==> src/m2l_pkg.sv <==
`timescale 1ns / 1ps
`default_nettype none

package m2l_pkg;

    // Number of far cells in one walk.
    localparam logic [7:0] WALK_LENGTH = 8'd189;
    // Geometry of the 7x7x7 vector cube.
    localparam logic [8:0] CUBE_SIDE   = 9'd7;
    localparam logic [8:0] PLANE_CELLS = 9'd49;
    // Last coordinate of the 6x6x6 neighbor region.
    localparam logic [2:0] REGION_LAST = 3'd5;

    // Configuration register index (taken from paddr[2]).
    localparam logic REG_BLOCK_SIDE = 1'b0;
    localparam logic [2:0] BLOCK_SIDE_RESET = 3'd2;

    // Walk context kept in the context memory.
    typedef struct packed {
        logic [2:0]  sibling;
        logic [2:0]  fx;
        logic [2:0]  fy;
        logic [2:0]  fz;
        logic [10:0] prev_src;
        logic [8:0]  prev_ker;
        logic [7:0]  count;
        logic        done;
    } ctx_t;

    localparam ctx_t CTX_RESET = '{
        sibling:  3'd0,
        fx:       3'd0,
        fy:       3'd0,
        fz:       3'd0,
        prev_src: 11'd0,
        prev_ker: 9'd0,
        count:    8'd0,
        done:     1'b1
    };

    // Request to the offset unit for one far cell.
    typedef struct packed {
        logic [2:0] sib;
        logic [1:0] hx;
        logic [1:0] hy;
        logic [1:0] hz;
        logic [2:0] dim;
        logic [2:0] ux;
        logic [2:0] uy;
        logic [2:0] uz;
    } off_req_t;

endpackage

`default_nettype wire

==> src/m2l_interaction_offset_walker_core.sv <==
`timescale 1ns / 1ps
`default_nettype none

// M2L interaction-list offset walker.
// Each input transfer (sibling, restart) requests the next far-field interaction of
// the current walk; restart = 1 latches the sibling and begins a new walk of 189
// interactions. Every input transfer produces exactly one output transfer carrying
// the absolute source and kernel offsets, their changes from the previous
// interaction, the step number and a last flag, or exhausted = 1 with all other
// fields zero when no walk is active.
// The walk context lives in a one-entry synchronous context memory that is read
// when an item is taken and written back when its result enters the output register.
// An interaction passes through the context read, a scan of the visited region
// cells (up to four cells per item), the offset multiply chain and the result
// register; an exhausted result for a walk that is already done goes from the
// context read straight to the result register. The block works on one item at a
// time: it takes a new item only once the last result has entered the output register.
// block_side is written over the APB-style port at byte address 0; it resets to 2.
// Reset clears the control logic and marks the context memory entry invalid, so the
// first request without restart reports exhausted.
// While the receiver stalls, the output register holds its result; one more item
// may be taken and finishes its work, then waits until the output register frees.

module m2l_interaction_offset_walker_core (
    input  wire logic        clk,
    input  wire logic        rst_n,
    input  wire logic        psel,
    input  wire logic        penable,
    input  wire logic        pwrite,
    input  wire logic [2:0]  paddr,
    input  wire logic [31:0] pwdata,
    output logic [31:0]      prdata,
    output logic             pready,
    input  wire logic        in_valid,
    output logic             in_stall,
    input  wire logic [2:0]  sibling,
    input  wire logic        restart,
    output logic             out_valid,
    input  wire logic        out_stall,
    output logic [10:0]      source_offset,
    output logic [8:0]       kernel_offset,
    output logic [11:0]      source_delta,
    output logic [9:0]       kernel_delta,
    output logic [7:0]       step_number,
    output logic             last,
    output logic             exhausted
);
    import m2l_pkg::*;

    typedef enum logic [2:0] {
        S_IDLE,
        S_LOAD,
        S_SCAN,
        S_MUL,
        S_FINISH
    } state_t;

    typedef struct packed {
        logic [10:0] src;
        logic [8:0]  ker;
        logic [11:0] sd;
        logic [9:0]  kd;
        logic [7:0]  step;
        logic        last;
        logic        exh;
    } res_t;

    localparam res_t RES_EXHAUSTED = '{
        src: 11'd0, ker: 9'd0, sd: 12'd0, kd: 10'd0, step: 8'd0, last: 1'b0, exh: 1'b1
    };

    state_t state_reg, state_next;
    ctx_t   work_reg, work_next;
    res_t   pend_reg, pend_next;
    res_t   out_reg, out_next;
    logic   out_valid_reg, out_valid_next;
    logic   restart_q_reg, restart_q_next;
    logic [2:0] sibling_q_reg, sibling_q_next;
    logic [2:0] block_side_reg, block_side_next;

    logic     in_take;
    logic     slot_free;
    logic     cfg_write;
    logic     ram_wr;
    ctx_t     ram_rd_data;
    ctx_t     ctx_start;
    logic     off_start;
    off_req_t off_req;
    logic [10:0] off_src;
    logic [8:0]  off_ker;
    logic        off_done;

    logic [2:0] side_sat;
    logic [2:0] ux, uy, uz;
    logic       cell_near;
    logic       at_end;
    logic [2:0] nfx, nfy, nfz;

    assign in_take   = in_valid && (state_reg == S_IDLE);
    assign slot_free = !out_valid_reg || !out_stall;
    assign cfg_write = psel && penable && pwrite && (paddr[2] == REG_BLOCK_SIDE);
    assign ram_wr    = (state_reg == S_FINISH) && slot_free;

    assign pready = 1'b1;
    assign prdata = (paddr[2] == REG_BLOCK_SIDE) ? {29'd0, block_side_reg} : 32'd0;

    m2l_ctx_ram u_ctx_ram (
        .clk     (clk),
        .rst_n   (rst_n),
        .rd_en   (in_take),
        .wr_en   (ram_wr),
        .wr_data (work_reg),
        .rd_data (ram_rd_data)
    );

    m2l_offset_unit u_offset (
        .clk   (clk),
        .rst_n (rst_n),
        .start (off_start),
        .req   (off_req),
        .src   (off_src),
        .ker   (off_ker),
        .done  (off_done)
    );

    // Geometry of the cell under the scan position.
    always_comb
    begin
        if (block_side_reg == 3'd0)
        begin
            side_sat = 3'd1;
        end
        else if (block_side_reg > 3'd4)
        begin
            side_sat = 3'd4;
        end
        else
        begin
            side_sat = block_side_reg;
        end

        ux = work_reg.fx + 3'd1 - {2'b00, work_reg.sibling[2]};
        uy = work_reg.fy + 3'd1 - {2'b00, work_reg.sibling[1]};
        uz = work_reg.fz + 3'd1 - {2'b00, work_reg.sibling[0]};
        cell_near = (ux >= 3'd2) && (ux <= 3'd4) && (uy >= 3'd2) && (uy <= 3'd4)
                 && (uz >= 3'd2) && (uz <= 3'd4);

        // Next position in the region, x fastest.
        at_end = (work_reg.fx == REGION_LAST) && (work_reg.fy == REGION_LAST)
              && (work_reg.fz == REGION_LAST);
        nfx = work_reg.fx;
        nfy = work_reg.fy;
        nfz = work_reg.fz;
        if (work_reg.fx != REGION_LAST)
        begin
            nfx = work_reg.fx + 3'd1;
        end
        else
        begin
            nfx = 3'd0;
            if (work_reg.fy != REGION_LAST)
            begin
                nfy = work_reg.fy + 3'd1;
            end
            else
            begin
                nfy = 3'd0;
                nfz = (work_reg.fz != REGION_LAST) ? work_reg.fz + 3'd1 : 3'd0;
            end
        end

        off_req.sib = {work_reg.fx[0], work_reg.fy[0], work_reg.fz[0]};
        off_req.hx  = work_reg.fx[2:1];
        off_req.hy  = work_reg.fy[2:1];
        off_req.hz  = work_reg.fz[2:1];
        off_req.dim = side_sat + 3'd2;
        off_req.ux  = ux;
        off_req.uy  = uy;
        off_req.uz  = uz;

        // A restart begins from a cleared context with the new sibling.
        if (restart_q_reg)
        begin
            ctx_start = CTX_RESET;
            ctx_start.sibling = sibling_q_reg;
            ctx_start.done = 1'b0;
        end
        else
        begin
            ctx_start = ram_rd_data;
        end
    end

    always_comb
    begin
        state_next      = state_reg;
        work_next       = work_reg;
        pend_next       = pend_reg;
        out_next        = out_reg;
        out_valid_next  = out_valid_reg;
        restart_q_next  = restart_q_reg;
        sibling_q_next  = sibling_q_reg;
        block_side_next = block_side_reg;
        off_start       = 1'b0;

        if (cfg_write)
        begin
            block_side_next = pwdata[2:0];
        end

        if (out_valid_reg && !out_stall)
        begin
            out_valid_next = 1'b0;
        end

        unique case (state_reg)
            S_IDLE:
            begin
                if (in_take)
                begin
                    restart_q_next = restart;
                    sibling_q_next = sibling;
                    state_next     = S_LOAD;
                end
            end
            S_LOAD:
            begin
                work_next = ctx_start;
                if (ctx_start.done)
                begin
                    pend_next  = RES_EXHAUSTED;
                    state_next = S_FINISH;
                end
                else
                begin
                    state_next = S_SCAN;
                end
            end
            S_SCAN:
            begin
                work_next.fx = nfx;
                work_next.fy = nfy;
                work_next.fz = nfz;
                if (!cell_near)
                begin
                    off_start  = 1'b1;
                    state_next = S_MUL;
                end
                else if (at_end)
                begin
                    // Region ran out before another far cell: the walk ends.
                    work_next.done = 1'b1;
                    pend_next      = RES_EXHAUSTED;
                    state_next     = S_FINISH;
                end
            end
            S_MUL:
            begin
                if (off_done)
                begin
                    pend_next.src  = off_src;
                    pend_next.ker  = off_ker;
                    pend_next.sd   = {1'b0, off_src} - {1'b0, work_reg.prev_src};
                    pend_next.kd   = {1'b0, off_ker} - {1'b0, work_reg.prev_ker};
                    pend_next.step = work_reg.count;
                    pend_next.last = (work_reg.count >= WALK_LENGTH - 8'd1);
                    pend_next.exh  = 1'b0;
                    work_next.prev_src = off_src;
                    work_next.prev_ker = off_ker;
                    work_next.count    = work_reg.count + 8'd1;
                    work_next.done     = (work_reg.count >= WALK_LENGTH - 8'd1);
                    state_next = S_FINISH;
                end
            end
            S_FINISH:
            begin
                if (slot_free)
                begin
                    out_next       = pend_reg;
                    out_valid_next = 1'b1;
                    state_next     = S_IDLE;
                end
            end
            default:
            begin
                state_next = S_IDLE;
            end
        endcase
    end

    always_ff @(posedge clk or negedge rst_n)
    begin
        if (!rst_n)
        begin
            state_reg      <= S_IDLE;
            out_valid_reg  <= 1'b0;
            restart_q_reg  <= 1'b0;
            block_side_reg <= BLOCK_SIDE_RESET;
        end
        else
        begin
            state_reg      <= state_next;
            out_valid_reg  <= out_valid_next;
            restart_q_reg  <= restart_q_next;
            block_side_reg <= block_side_next;
        end
    end

    always_ff @(posedge clk)
    begin
        work_reg      <= work_next;
        pend_reg      <= pend_next;
        out_reg       <= out_next;
        sibling_q_reg <= sibling_q_next;
    end

    assign in_stall      = (state_reg != S_IDLE);
    assign out_valid     = out_valid_reg;
    assign source_offset = out_reg.src;
    assign kernel_offset = out_reg.ker;
    assign source_delta  = out_reg.sd;
    assign kernel_delta  = out_reg.kd;
    assign step_number   = out_reg.step;
    assign last          = out_reg.last;
    assign exhausted     = out_reg.exh;

endmodule

`default_nettype wire

==> src/m2l_ctx_ram.sv <==
`timescale 1ns / 1ps
`default_nettype none

module m2l_ctx_ram (
    input  wire logic         clk,
    input  wire logic         rst_n,
    input  wire logic         rd_en,
    input  wire logic         wr_en,
    input  wire m2l_pkg::ctx_t wr_data,
    output m2l_pkg::ctx_t     rd_data
);
    import m2l_pkg::*;

    ctx_t ctx_mem [1];
    ctx_t rd_data_reg;
    logic entry_valid_reg;
    logic rd_valid_reg;

    // The entry has no reset; a valid bit makes an unwritten entry read as the reset context.
    always_ff @(posedge clk or negedge rst_n)
    begin
        if (!rst_n)
        begin
            entry_valid_reg <= 1'b0;
            rd_valid_reg    <= 1'b0;
        end
        else
        begin
            if (wr_en)
            begin
                entry_valid_reg <= 1'b1;
            end
            if (rd_en)
            begin
                rd_valid_reg <= entry_valid_reg;
            end
        end
    end

    always_ff @(posedge clk)
    begin
        if (wr_en)
        begin
            ctx_mem[0] <= wr_data;
        end
        if (rd_en)
        begin
            rd_data_reg <= ctx_mem[0];
        end
    end

    assign rd_data = rd_valid_reg ? rd_data_reg : CTX_RESET;

endmodule

`default_nettype wire

==> src/m2l_offset_unit.sv <==
`timescale 1ns / 1ps
`default_nettype none

module m2l_offset_unit (
    input  wire logic            clk,
    input  wire logic            rst_n,
    input  wire logic            start,
    input  wire m2l_pkg::off_req_t req,
    output logic [10:0]          src,
    output logic [8:0]           ker,
    output logic                 done
);
    import m2l_pkg::*;

    // Near cells of the cube have every shifted component in 2..4.
    function automatic logic [1:0] clamp_near(input logic [2:0] u);
        logic [1:0] r;
        if (u < 3'd2)
        begin
            r = 2'd0;
        end
        else if (u > 3'd4)
        begin
            r = 2'd3;
        end
        else
        begin
            r = 2'(u - 3'd2);
        end
        return r;
    endfunction

    function automatic logic in_near(input logic [2:0] u);
        return (u >= 3'd2) && (u <= 3'd4);
    endfunction

    logic v1_reg, v2_reg, v3_reg;
    logic [5:0]  t1_reg;
    logic [8:0]  t2_reg;
    logic [10:0] src_reg;
    logic [8:0]  ker_reg;
    logic [2:0]  dim1_reg, dim2_reg;
    logic [1:0]  hy1_reg, hx1_reg, hx2_reg;

    logic [8:0] cube_index;
    logic [8:0] near_below;
    logic [8:0] row_part;

    always_comb
    begin
        cube_index = 9'(req.ux) + 9'(req.uy) * CUBE_SIDE + 9'(req.uz) * PLANE_CELLS;
        row_part = 9'd0;
        if (in_near(req.uz))
        begin
            row_part = 9'(clamp_near(req.uy)) * 9'd3;
            if (in_near(req.uy))
            begin
                row_part = row_part + 9'(clamp_near(req.ux));
            end
        end
        near_below = 9'(clamp_near(req.uz)) * 9'd9 + row_part;
    end

    always_ff @(posedge clk or negedge rst_n)
    begin
        if (!rst_n)
        begin
            v1_reg <= 1'b0;
            v2_reg <= 1'b0;
            v3_reg <= 1'b0;
        end
        else
        begin
            v1_reg <= start;
            v2_reg <= v1_reg;
            v3_reg <= v2_reg;
        end
    end

    // Horner chain ((sib*D + hz)*D + hy)*D + hx, one multiply per stage.
    always_ff @(posedge clk)
    begin
        if (start)
        begin
            t1_reg   <= 6'(6'(req.sib) * 6'(req.dim) + 6'(req.hz));
            ker_reg  <= cube_index - near_below;
            dim1_reg <= req.dim;
            hy1_reg  <= req.hy;
            hx1_reg  <= req.hx;
        end
        if (v1_reg)
        begin
            t2_reg   <= 9'(9'(t1_reg) * 9'(dim1_reg) + 9'(hy1_reg));
            dim2_reg <= dim1_reg;
            hx2_reg  <= hx1_reg;
        end
        if (v2_reg)
        begin
            src_reg <= 11'(11'(t2_reg) * 11'(dim2_reg) + 11'(hx2_reg));
        end
    end

    assign src  = src_reg;
    assign ker  = ker_reg;
    assign done = v3_reg;

endmodule

`default_nettype wire

==> config.mk <==
export PLATFORM = sky130hd
export DESIGN_NAME = m2l_interaction_offset_walker_core
export DESIGN_NICKNAME = d
export VERILOG_FILES = /design/src/m2l_pkg.sv /design/src/m2l_interaction_offset_walker_core.sv /design/src/m2l_ctx_ram.sv /design/src/m2l_offset_unit.sv
export SDC_FILE = /design/constraint.sdc
export NUM_CORES = 1
export LEC_CHECK = 0
export BUFFER_PORTS_ARGS = -buffer_cell sky130_fd_sc_hd__buf_2
export CAP_MARGIN = 20
export CORE_ASPECT_RATIO = 0.9
export CORE_MARGIN = 2
export CORE_UTILIZATION = 60
export DETAILED_ROUTE_END_ITERATION = 7
export GPL_TIMING_DRIVEN = 1
export HOLD_SLACK_MARGIN = 0.15
export PLACE_DENSITY = 0.8
export SLEW_MARGIN = 40
export SYNTH_ARGS = -nofsm -noshare
export SYNTH_HDL_FRONTEND = slang
export SYNTH_SLANG_ARGS = --single-unit
==> constraint.sdc <==
create_clock -name clk -period 8.32 [get_ports clk]
set_input_delay 0.832 -clock clk [delete_from_list [all_inputs] [get_ports clk]]
set_output_delay 0.832 -clock clk [all_outputs]
set_load 0.01 [all_outputs]
# After elaboration in Yosys (flattened, before gate mapping)
# Memory sizes are Yosys's and may differ from the RTL's. A register that Yosys moved wholly into a read port is not among the register bits.
# Cells that the tools add are included.
# W data, S select, Z words.
[word_totals]
ff_bits = 208
ram_bits = 41
out_inout_bits = 87
inputBits = 46
mem_count = 1
wordCells = 183
[classes]
n_reduce_logical = 32
eq_ne = 19
magnitude_cmp = 14
bitwise_logic = 1
add_sub_neg = 21
n_mul = 7
mux = 47
[memory_table]
columns = ["memory", "depth", "word_bits", "rd", "rd_ports_with_merged_regs", "wr", "line", "source"]
rows = [
  ["u_ctx_ram.ctx_mem", 1, 41, 1, 1, 1, "m2l_ctx_ram.sv:14", "ctx_t ctx_mem [1];"],
]
[ops]
columns = ["op", "n"]
rows = [
  ["$mux W52", 4],
  ["$pmux W52 S3", 1],
  ["$mux W41", 2],
  ["$pmux W28 S2", 1],
  ["$mux W3", 15],
  ["$mux W29", 1],
  ["$mux W2", 9],
  ["$mux W9", 2],
  ["$pmux W9 S2", 1],
  ["$logic_and A1 B1 Y1", 15],
  ["$pmux W3 S5", 1],
  ["$ne A2 B2 Y1 const B", 7],
  ["$eq A3 B3 Y1 const B", 4],
  ["$gt A3 B3 Y1 const B", 4],
  ["$ne A3 B3 Y1 const B", 4],
  ["$sub A11 B11 Y12", 1],
  ["$add A11 B2 Y11", 1],
  ["$mul A9 B3 Y11", 1],
  ["$sub A9 B9 Y10", 1],
  ["$add A3 B1 Y3 const B", 3],
  ["$add A6 B9 Y9", 1],
  ["$add A9 B2 Y9", 1],
  ["$add A9 B9 Y9", 1],
  ["$ge A3 B2 Y1 const B", 3],
  ["32 further kinds", 57],
]

# Longest topological paths before layout
# Gate-level depths: netlist of the first run.
[depth]
ltp_word = 12
depth_mapped = 26
mapped_depth_nobuf = 26

# Modules after synthesis
# Synthesis of the first run repeated with hierarchy kept, for this count alone.
[hier_totals]
hier_cells = 1088
area_unflattened_um2 = 14712.9
[by_module_without_submodules]
columns = ["module", "n_inst", "seq_area_each_um2", "area_each_um2", "cells_per_inst"]
rows = [
  ["m2l_interaction_offset_walker_core", 1, 4645.7, 7273.2, 544],
  ["m2l_offset_unit", 1, 1486.4, 4598.2, 413],
  ["m2l_ctx_ram", 1, 2512.4, 2841.5, 131],
]

# Worst setup path after synthesis of the first run
# No wires, ideal clock.
[synth_path]
path_type = "input to register"
start = "in out_stall"
end = "reg u_ctx_ram.entry_valid_reg"
setup_slack_ns = 2.340
required_time_ns = 8.227
n_path_buf = 0
arrival_ns = 5.887
setup_ns = 0.093
cell_stages = 2
cell_sequence = "a21oi_1 or2_2"
[synth_via]
elab_chain_cells = 3
[synth_rtl]
columns = ["item", "line", "source"]
rows = [
  ["start, declared", "m2l_interaction_offset_walker_core.sv:39", "input wire logic out_stall,"],
  ["$logic_not A1 Y1", "m2l_interaction_offset_walker_core.sv:100", "assign slot_free = !out_valid_reg || !out_stall;"],
  ["$logic_or A1 B1 Y1", "m2l_interaction_offset_walker_core.sv:100", ""],
  ["$logic_and A1 B1 Y1", "m2l_interaction_offset_walker_core.sv:102", "assign ram_wr = (state_reg == S_FINISH) && slot_free;"],
  ["end signal, assigned", "m2l_ctx_ram.sv:24", "entry_valid_reg <= 1'b0;"],
  ["end signal, assigned", "m2l_ctx_ram.sv:31", "entry_valid_reg <= 1'b1;"],
  ["end, declared", "m2l_ctx_ram.sv:16", "logic entry_valid_reg;"],
]
# No other way between the ends.
# A chain may end at the register's enable or synchronous reset.

# Final worst setup path of the first run
[layout_path]
start = "reg work_reg, in the netlist off_req[19]"
end = "reg u_offset.ker_reg[7], in the netlist u_offset.ker[7], data pin"
[layout_via]
elab_chain_cells = 12
elab_cells_between_ends = 20
classes_between = "add/sub: 8; mul: 2; order compare: 4; mux: 5; reduce/logical: 1"
[layout_rtl]
columns = ["item", "line", "source"]
rows = [
  ["start, declared", "m2l_interaction_offset_walker_core.sv:73", "ctx_t work_reg, work_next;"],
  ["start signal, assigned", "m2l_interaction_offset_walker_core.sv:311", "work_reg <= work_next;"],
  ["$add A3 B1 Y3 *", "m2l_interaction_offset_walker_core.sv:143", "uy = work_reg.fy + 3'd1 - {2'b00, work_reg.sibling[1]};"],
  ["$sub A3 B1 Y3 *", "m2l_interaction_offset_walker_core.sv:143", ""],
  ["$gt A3 B3 Y1 or $sub A2 B2 Y2 (tied branches)", "m2l_offset_unit.sv:22, m2l_offset_unit.sv:28", ""],
  ["$mux W2", "m2l_offset_unit.sv:22", "else if (u > 3'd4)"],
  ["$mux W2", "m2l_offset_unit.sv:18", "if (u < 3'd2)"],
  ["$mux W2", "m2l_offset_unit.sv:53", "if (in_near(req.uz))"],
  ["$mul A2 B2 Y4", "m2l_offset_unit.sv:55", "row_part = 9'(clamp_near(req.uy)) * 9'd3;"],
  ["$add A4 B2 Y5", "m2l_offset_unit.sv:58", "row_part = row_part + 9'(clamp_near(req.ux));"],
  ["$mux W9", "m2l_offset_unit.sv:56", "if (in_near(req.uy))"],
  ["$mux W9", "m2l_offset_unit.sv:53", ""],
  ["$add A6 B9 Y9", "m2l_offset_unit.sv:61", "near_below = 9'(clamp_near(req.uz)) * 9'd9 + row_part;"],
  ["$sub A9 B9 Y9 *", "m2l_offset_unit.sv:86", "ker_reg <= cube_index - near_below;"],
  ["end signal, assigned", "m2l_offset_unit.sv:86", ""],
  ["end, declared", "m2l_offset_unit.sv:41", "logic [8:0] ker_reg;"],
]
# Mark *: on every way between the ends. The rest lies on a longest branch, timed or not. The select of a mux whose other input is x is not followed.

==> run metrics, run 1 <==
Cells after Synth approximately 1100; TritonCTS Buffers 29; antenna violations before repair 0; vias in the first global route 7951; starting utilization of the core area 61.4%; DR top layer met4; Ys Warns 0; Max-cap violations 0; met3 WL roughly 1400 µm; die height about 150 µm; Slew Limit Fails 0; CP arrival 6.78 ns; Final setup violation count 0; register area share after synthesis about three fifths; RD Place Congestion 0.864; total clock sinks 290; Detail Route met2 WL between 10000 and 15000 µm; 1st-iter DRT viols 608; # rows 53; Die X 167 µm; CTS root buf clkbuf_16; fill count roughly 1600; largest net degree at the start of global routing 84; Routed Antenna Nets 0; max reg flops 52; min cycle time layout approximately 6.5 ns; first-pass GRT wire length just under 40000 µm; # resized after CTS 0; hold_buf cts 0; Overflow after GRT 0; Synth area leaders edfxtp_1, ha_1, fa_1; Post-route DRC 9; ys flop type edfxtp_1; CP Launch Point off_req[19]$_DFFE_PP_; Via density between 5 and 6; Fmax approximately 150 MHz; asr flop ratio synth under 10%; routed vias 8043; Final Cell Area between 15000 and 20000 µm²; Post-synth EDFFs between 200 and 300; Max clock buf depth 3; Crit path required time 8.62 ns; FF+latch count, synth 290; top cells by count, synth edfxtp_1, ha_1, inv_1, and2_1, nand2_1; Hold Path Class in2async; failing checks DRC; Crit. End Element register; status finished with violations; H-tree Lvls 1; synthesized area roughly 14000 µm²; post-CTS setup buffers 0; setup_tns 0 ns; top-count cell post-synth edfxtp_1; die area around 25000 µm²; crit start category register; Final Skew about 0.0093 ns; Total Wirelength ~24000 µm; Crit Path Max Fanout 8; WL met1 ~11000 µm; drt first pass iters 7; Hold Fails Final Rpt 0; diode count 0; Slew @ Worst Pin 0.785 ns; WL/cell ~17 µm; core area between 20000 and 25000 µm²; # nets final between 1000 and 1500; hpwl dp about 17000 µm; Area after DPL ~15000 µm²; Port Buf Inserts between 70 and 80; gr usage total between 15 and 20%; Worst slew margin a little under half; Yosys cell types 63; RSZ-0062 raised after global routing no; period utilization between 70 and 80%; CP Class reg2reg; top-area cell type share of the netlist area between 50% and 60%; area delta synth->final 10.9%; clock slew at reported path FFs 0.06 ns; layout cells sized above 1 12.6%; syn_area_per_cell around 14 µm²; cell accounting for the most synthesized area edfxtp_1; CTS tree yes; reg2reg start off_req[19]$_DFFE_PP_; Worst-Skew Late Latency 0.56 ns; # IOs 133
## routing by layer
metal	vias to the layer above	global-route usage, %
met5	-	0
li1	3898	-
met4	0	4.91
met1	3868	26.9
met3	40	2.64
met2	237	33.5
## path summary, 6_finish.rpt
path	cells after the start	slack, ns	end
hold reg to reg	0	0.42	step_number[1]$_DFFE_PP_
max in group asynchronous	1	7.85	block_side_reg[1]$_DFFE_PN1P_
setup / recovery	25	1.84	u_offset.ker[7]$_DFFE_PP_
min in group clk	0	0.42	step_number[1]$_DFFE_PP_
hold / removal	1	0.17	block_side_reg[0]$_DFFE_PN0P_
setup reg to reg	25	1.84	u_offset.ker[7]$_DFFE_PP_
## cell usage in the layout, fill, tap and decap left out, types with 9 or more instances in the layout
master / Yosys / layout
edfxtp_1: 277 / 277
ha_1: 115 / 115
inv_1: 106 / 105
buf_2: 4 / 71
and2_1: 59 / 59
nand2_1: 52 / 52
nor2_1: 47 / 46
fa_1: 35 / 35
a21o_1: 33 / 33
o21ai_0: 32 / 32
a21oi_1: 33 / 31
conb_1: 2 / 30
nand3_1: 29 / 29
clkbuf_16: 0 / 29
xnor2_1: 22 / 22
xor2_1: 15 / 15
nor3_1: 14 / 14
nor2b_1: 14 / 14
dfrtp_1: 12 / 12
nand2b_1: 10 / 10
o21a_1: 9 / 9
o31ai_1: 9 / 9
## critical path: stages, from the launching register on
cell and delay [ns]:
edfxtp_1 0.51, ha_1 0.35, ha_1 0.44, ha_1 0.31, nor2_1 0.18, or2_2 0.15
inv_1 0.04, ha_1 0.28, inv_1 0.07, fa_1 0.41, inv_1 0.07, nor2_1 0.05
xor2_1 0.15, nand2_1 0.07, ha_1 0.28, ha_1 0.32, fa_1 0.54, inv_1 0.06
fa_1 0.55, inv_1 0.08, fa_1 0.46, a21o_1 0.17, a21oi_1 0.26, o21bai_1 0.13
a21oi_1 0.20, xnor2_1 0.10
## layout make-up
class                   instances  area [µm²]  area share (%)
multi-input cells             642        5200            32.5
flip-flops and latches        290        8640            54.1
repair buffers                 78         415            2.60
clock buffers                  34         744            4.66
clock inverters                18         208            1.30
inverters                     106         398            2.49
well taps                     302         378            2.36
## stage by stage
step / utilization [%] / setup slack, ns / hold slack, ns / instances
final: 68.1 / 1.84 / 0.174 / 1470
after global routing: 68.1 / 1.43 / 0.199 / 1470
after CTS: 68.1 / 1.82 / 0.171 / 1469
after detailed placement: 64.0 / 1.83 / 0.405 / 1417
after global placement: 64.0 / 2.04 / 0.401 / 1417
after floorplan: - / 2.34 / 0.400 / 1089
## kinds of logic (layout without fill, tap and decap cells)
kind of cell | after synthesis | in the layout | synth area share [%]
buf+inv | 157 | 236 | 4.90
mux | 14 | 14 | 1.17
flops | 290 | 290 | 59.9
xor+xnor | 41 | 41 | 2.92
fa+ha+maj | 150 | 150 | 14.8
other cells | 2 | 30 | 0.0521
compound gates | 149 | 149 | 6.91
simple gates | 258 | 258 | 9.27
Power of run 1 is not shown: default switching activity piles up to over one toggle a cycle in this logic, so the estimate is an artifact.
==> run 2, diff against run 1 <==
--- a/config.mk
+++ b/config.mk
@@ -9,11 +9,11 @@
 export CAP_MARGIN = 20
 export CORE_ASPECT_RATIO = 0.9
 export CORE_MARGIN = 2
-export CORE_UTILIZATION = 60
+export CORE_UTILIZATION = 54
 export DETAILED_ROUTE_END_ITERATION = 7
 export GPL_TIMING_DRIVEN = 1
 export HOLD_SLACK_MARGIN = 0.15
-export PLACE_DENSITY = 0.8
+export PLACE_DENSITY = 0.76
 export SLEW_MARGIN = 40
 export SYNTH_ARGS = -nofsm -noshare
 export SYNTH_HDL_FRONTEND = slang
==> constraint.sdc (replaced) <==
create_clock -name clk -period 5.4 [get_ports clk]
set_input_delay 0.54 -clock clk [delete_from_list [all_inputs] [get_ports clk]]
set_output_delay 0.54 -clock clk [all_outputs]
set_load 0.01 [all_outputs]
==> run 2 against run 1 <==
The run ends with setup timing left. Cell area rose by 2.3%. Count of clock-buffer cells in the layout fell by 3. Sequential share of layout area fell by 1.2 points. Global-route usage fell by 1.8 points. Register-to-register slack got worse by 1.9 ns. Core utilization fell by 5.5 points. Wire length rose by 1.6%. Clock skew rose by 0.0020 ns. Critical path depth did not move.
==> run metrics, run 2 (synthesis results as in run 1) <==
CP Class reg2reg (unchanged); # IOs 133 (unchanged); Setup WS post-layout -0.0513 ns (was 1.84 ns); CTS tree yes (unchanged); layout cells sized above 1 16.9% (was 12.6%); CP arrival 5.76 ns (was 6.78 ns); Crit path required time 5.71 ns (was 8.62 ns); first-pass GRT wire length 40000 µm (was 39500 µm); status finished with violations (unchanged); most used cell, CP ha_4 (was ha_1); hold_sp sibling[0]; crit start category register (unchanged); Max-cap violations 0 (unchanged); Area after DPL 15400 µm² (was 15000 µm²); Post-route DRC 0 (was 9); starting utilization of the core area 55.2% (was 61.4%); Crit. End Element register (unchanged); Hold Path Stages 1; area delta synth->final 13.5% (was 10.9%); Hold Fails Final Rpt 0 (unchanged); vias in the first global route 7950 (was 7951); Hold Path Class in2reg (was in2async); RSZ-0062 raised after global routing yes (was no); minimum hold slack 0.172 ns (was 0.174 ns); antenna violations before repair 0 (unchanged); Port Buf Inserts 71 (unchanged); Die X 176 µm (was 167 µm); core area 26100 µm² (was 23500 µm²); Fmax 183 MHz (was 154 MHz); reg2reg start off_req[19]$_DFFE_PP_ (unchanged); clock slew at reported path FFs 0.06 ns (about the same); total clock sinks 290 (unchanged); 1st-iter DRT viols 513 (was 608); # rows 56 (was 53); # nets final 1375 (was 1343); Max clock buf depth 3 (unchanged); Util after Layout 62.6% (was 68.1%); CTS root buf clkbuf_16 (unchanged); Worst slew margin 51.1% (was 47.6%); drt first pass iters 5 (was 7); CP max stage cell fa_1 (unchanged); H-tree Lvls 1 (unchanged); CP Launch Point off_req[19]$_DFFE_PP_ (unchanged); gr usage total 17.8% (was 19.5%); die area 28000 µm² (was 25300 µm²); Overflow after GRT 0 (unchanged); Worst-Skew Late Latency 0.56 ns (about the same); largest net degree at the start of global routing 54 (was 84); Final Cell Area 16400 µm² (was 16000 µm²); Slew @ Worst Pin 0.734 ns (was 0.785 ns); WL/cell 16.0 µm (was 16.5 µm); Slew Limit Fails 0 (unchanged); die height 159 µm (was 151 µm); diode count 0 (unchanged); most frequent cells in the layout edfxtp_1, ha_1, inv_1, buf_2, and2_1 (unchanged); Crit Path Max Fanout 4 (was 8); failing checks setup timing (was DRC); most common cell after layout, fill and taps aside edfxtp_1 (unchanged); Via density 5.26 (was 5.47); max reg flops 52 (unchanged); RD Place Congestion 0.866 (was 0.864); hpwl dp 17300 µm (was 17100 µm); Routed Antenna Nets 0 (unchanged); Final setup violation count 2 (was 0); Total Wirelength 24700 µm (was 24300 µm); Final Skew 0.0114 ns (was 0.00934 ns); routed vias 8135 (was 8043); min cycle time layout 5.45 ns (was 6.48 ns); TritonCTS Buffers 28 (was 29); Worst Reg2Reg Path Length in Cells 25 (unchanged); Crit path largest cell delay 0.55 ns (about the same); period utilization 101% (was 77.9%)
run 2: cell types whose count changed in the layout (fill, tap and decap cells not counted), moves of 5 or more:
cell / previous run / this run
buf_4: 5 / 35
clkinv_1: 6 / 11
ha_1: 115 / 104
ha_4: 0 / 8
inv_1: 105 / 99
inv_2: 1 / 6
run 2: worst paths after layout:
kind,end,slack (ns)
worst max-delay path,u_offset.ker[8]$_DFFE_PP_,-0.05
worst min register to register,u_ctx_ram.ctx_mem[0][0]$_DFFE_PP_,0.41
worst min-delay path,sibling_q_reg[0]$_DFFE_PP_,0.17
max in group asynchronous,block_side_reg[1]$_DFFE_PN1P_,4.68
worst max register to register,u_offset.ker[8]$_DFFE_PP_,-0.05
min in group asynchronous,restart_q_reg$_DFFE_PN0P_,0.42
run 2: through the flow:
stage / setup TNS, ns / std cells / worst slack (ns)
after floorplan: -0.244 / 1089 / -0.200
after global placement: -0.0907 / 1490 / -0.0523
after detailed placement: -0.244 / 1491 / -0.130
after CTS: 0 / 1545 / 0.00715
after global routing: -0.592 / 1548 / -0.248
final: -0.0715 / 1548 / -0.0513
run 2: metal layers:
metal	wire (µm)	GRT usage [%]	vias to the layer above
li1	-	-	3960
met1	11300	25.1	3919
met2	11600	29.4	223
met3	1330	2.94	33
met4	441	3.72	0
met5	0	0	-
run 2: final cells by class:
cell class | instances | area, µm²
fillers | 1916 | 9770
flip-flops and latches | 290 | 8640
multi-input cells | 642 | 5350
clock buffers | 31 | 712
repair buffers | 111 | 679
well taps | 348 | 435
inverters | 106 | 400
clock inverters | 20 | 136
run 2: repair_timing:
action,in CTS,in global routing
setup endpoints to repair,2,4
setup buffers,2,2
hold buffers,1,1
hold endpoints to repair,12,1
resized for setup,3,8
pin swaps,7,12
run 2: worst max-delay path: cells and delay by family, from the launching register on:
kind | cells | cell delay (ns)
buffers and inverters | 5 | 0.25
adders and majority gates | 9 | 2.76
AOI/OAI and AO/OA | 4 | 0.85
xor gates and xnor gates | 3 | 0.54
and+or+nand+nor | 4 | 0.36
DFF | 1 | 0.47
Power of run 2 is left out for the same reason.
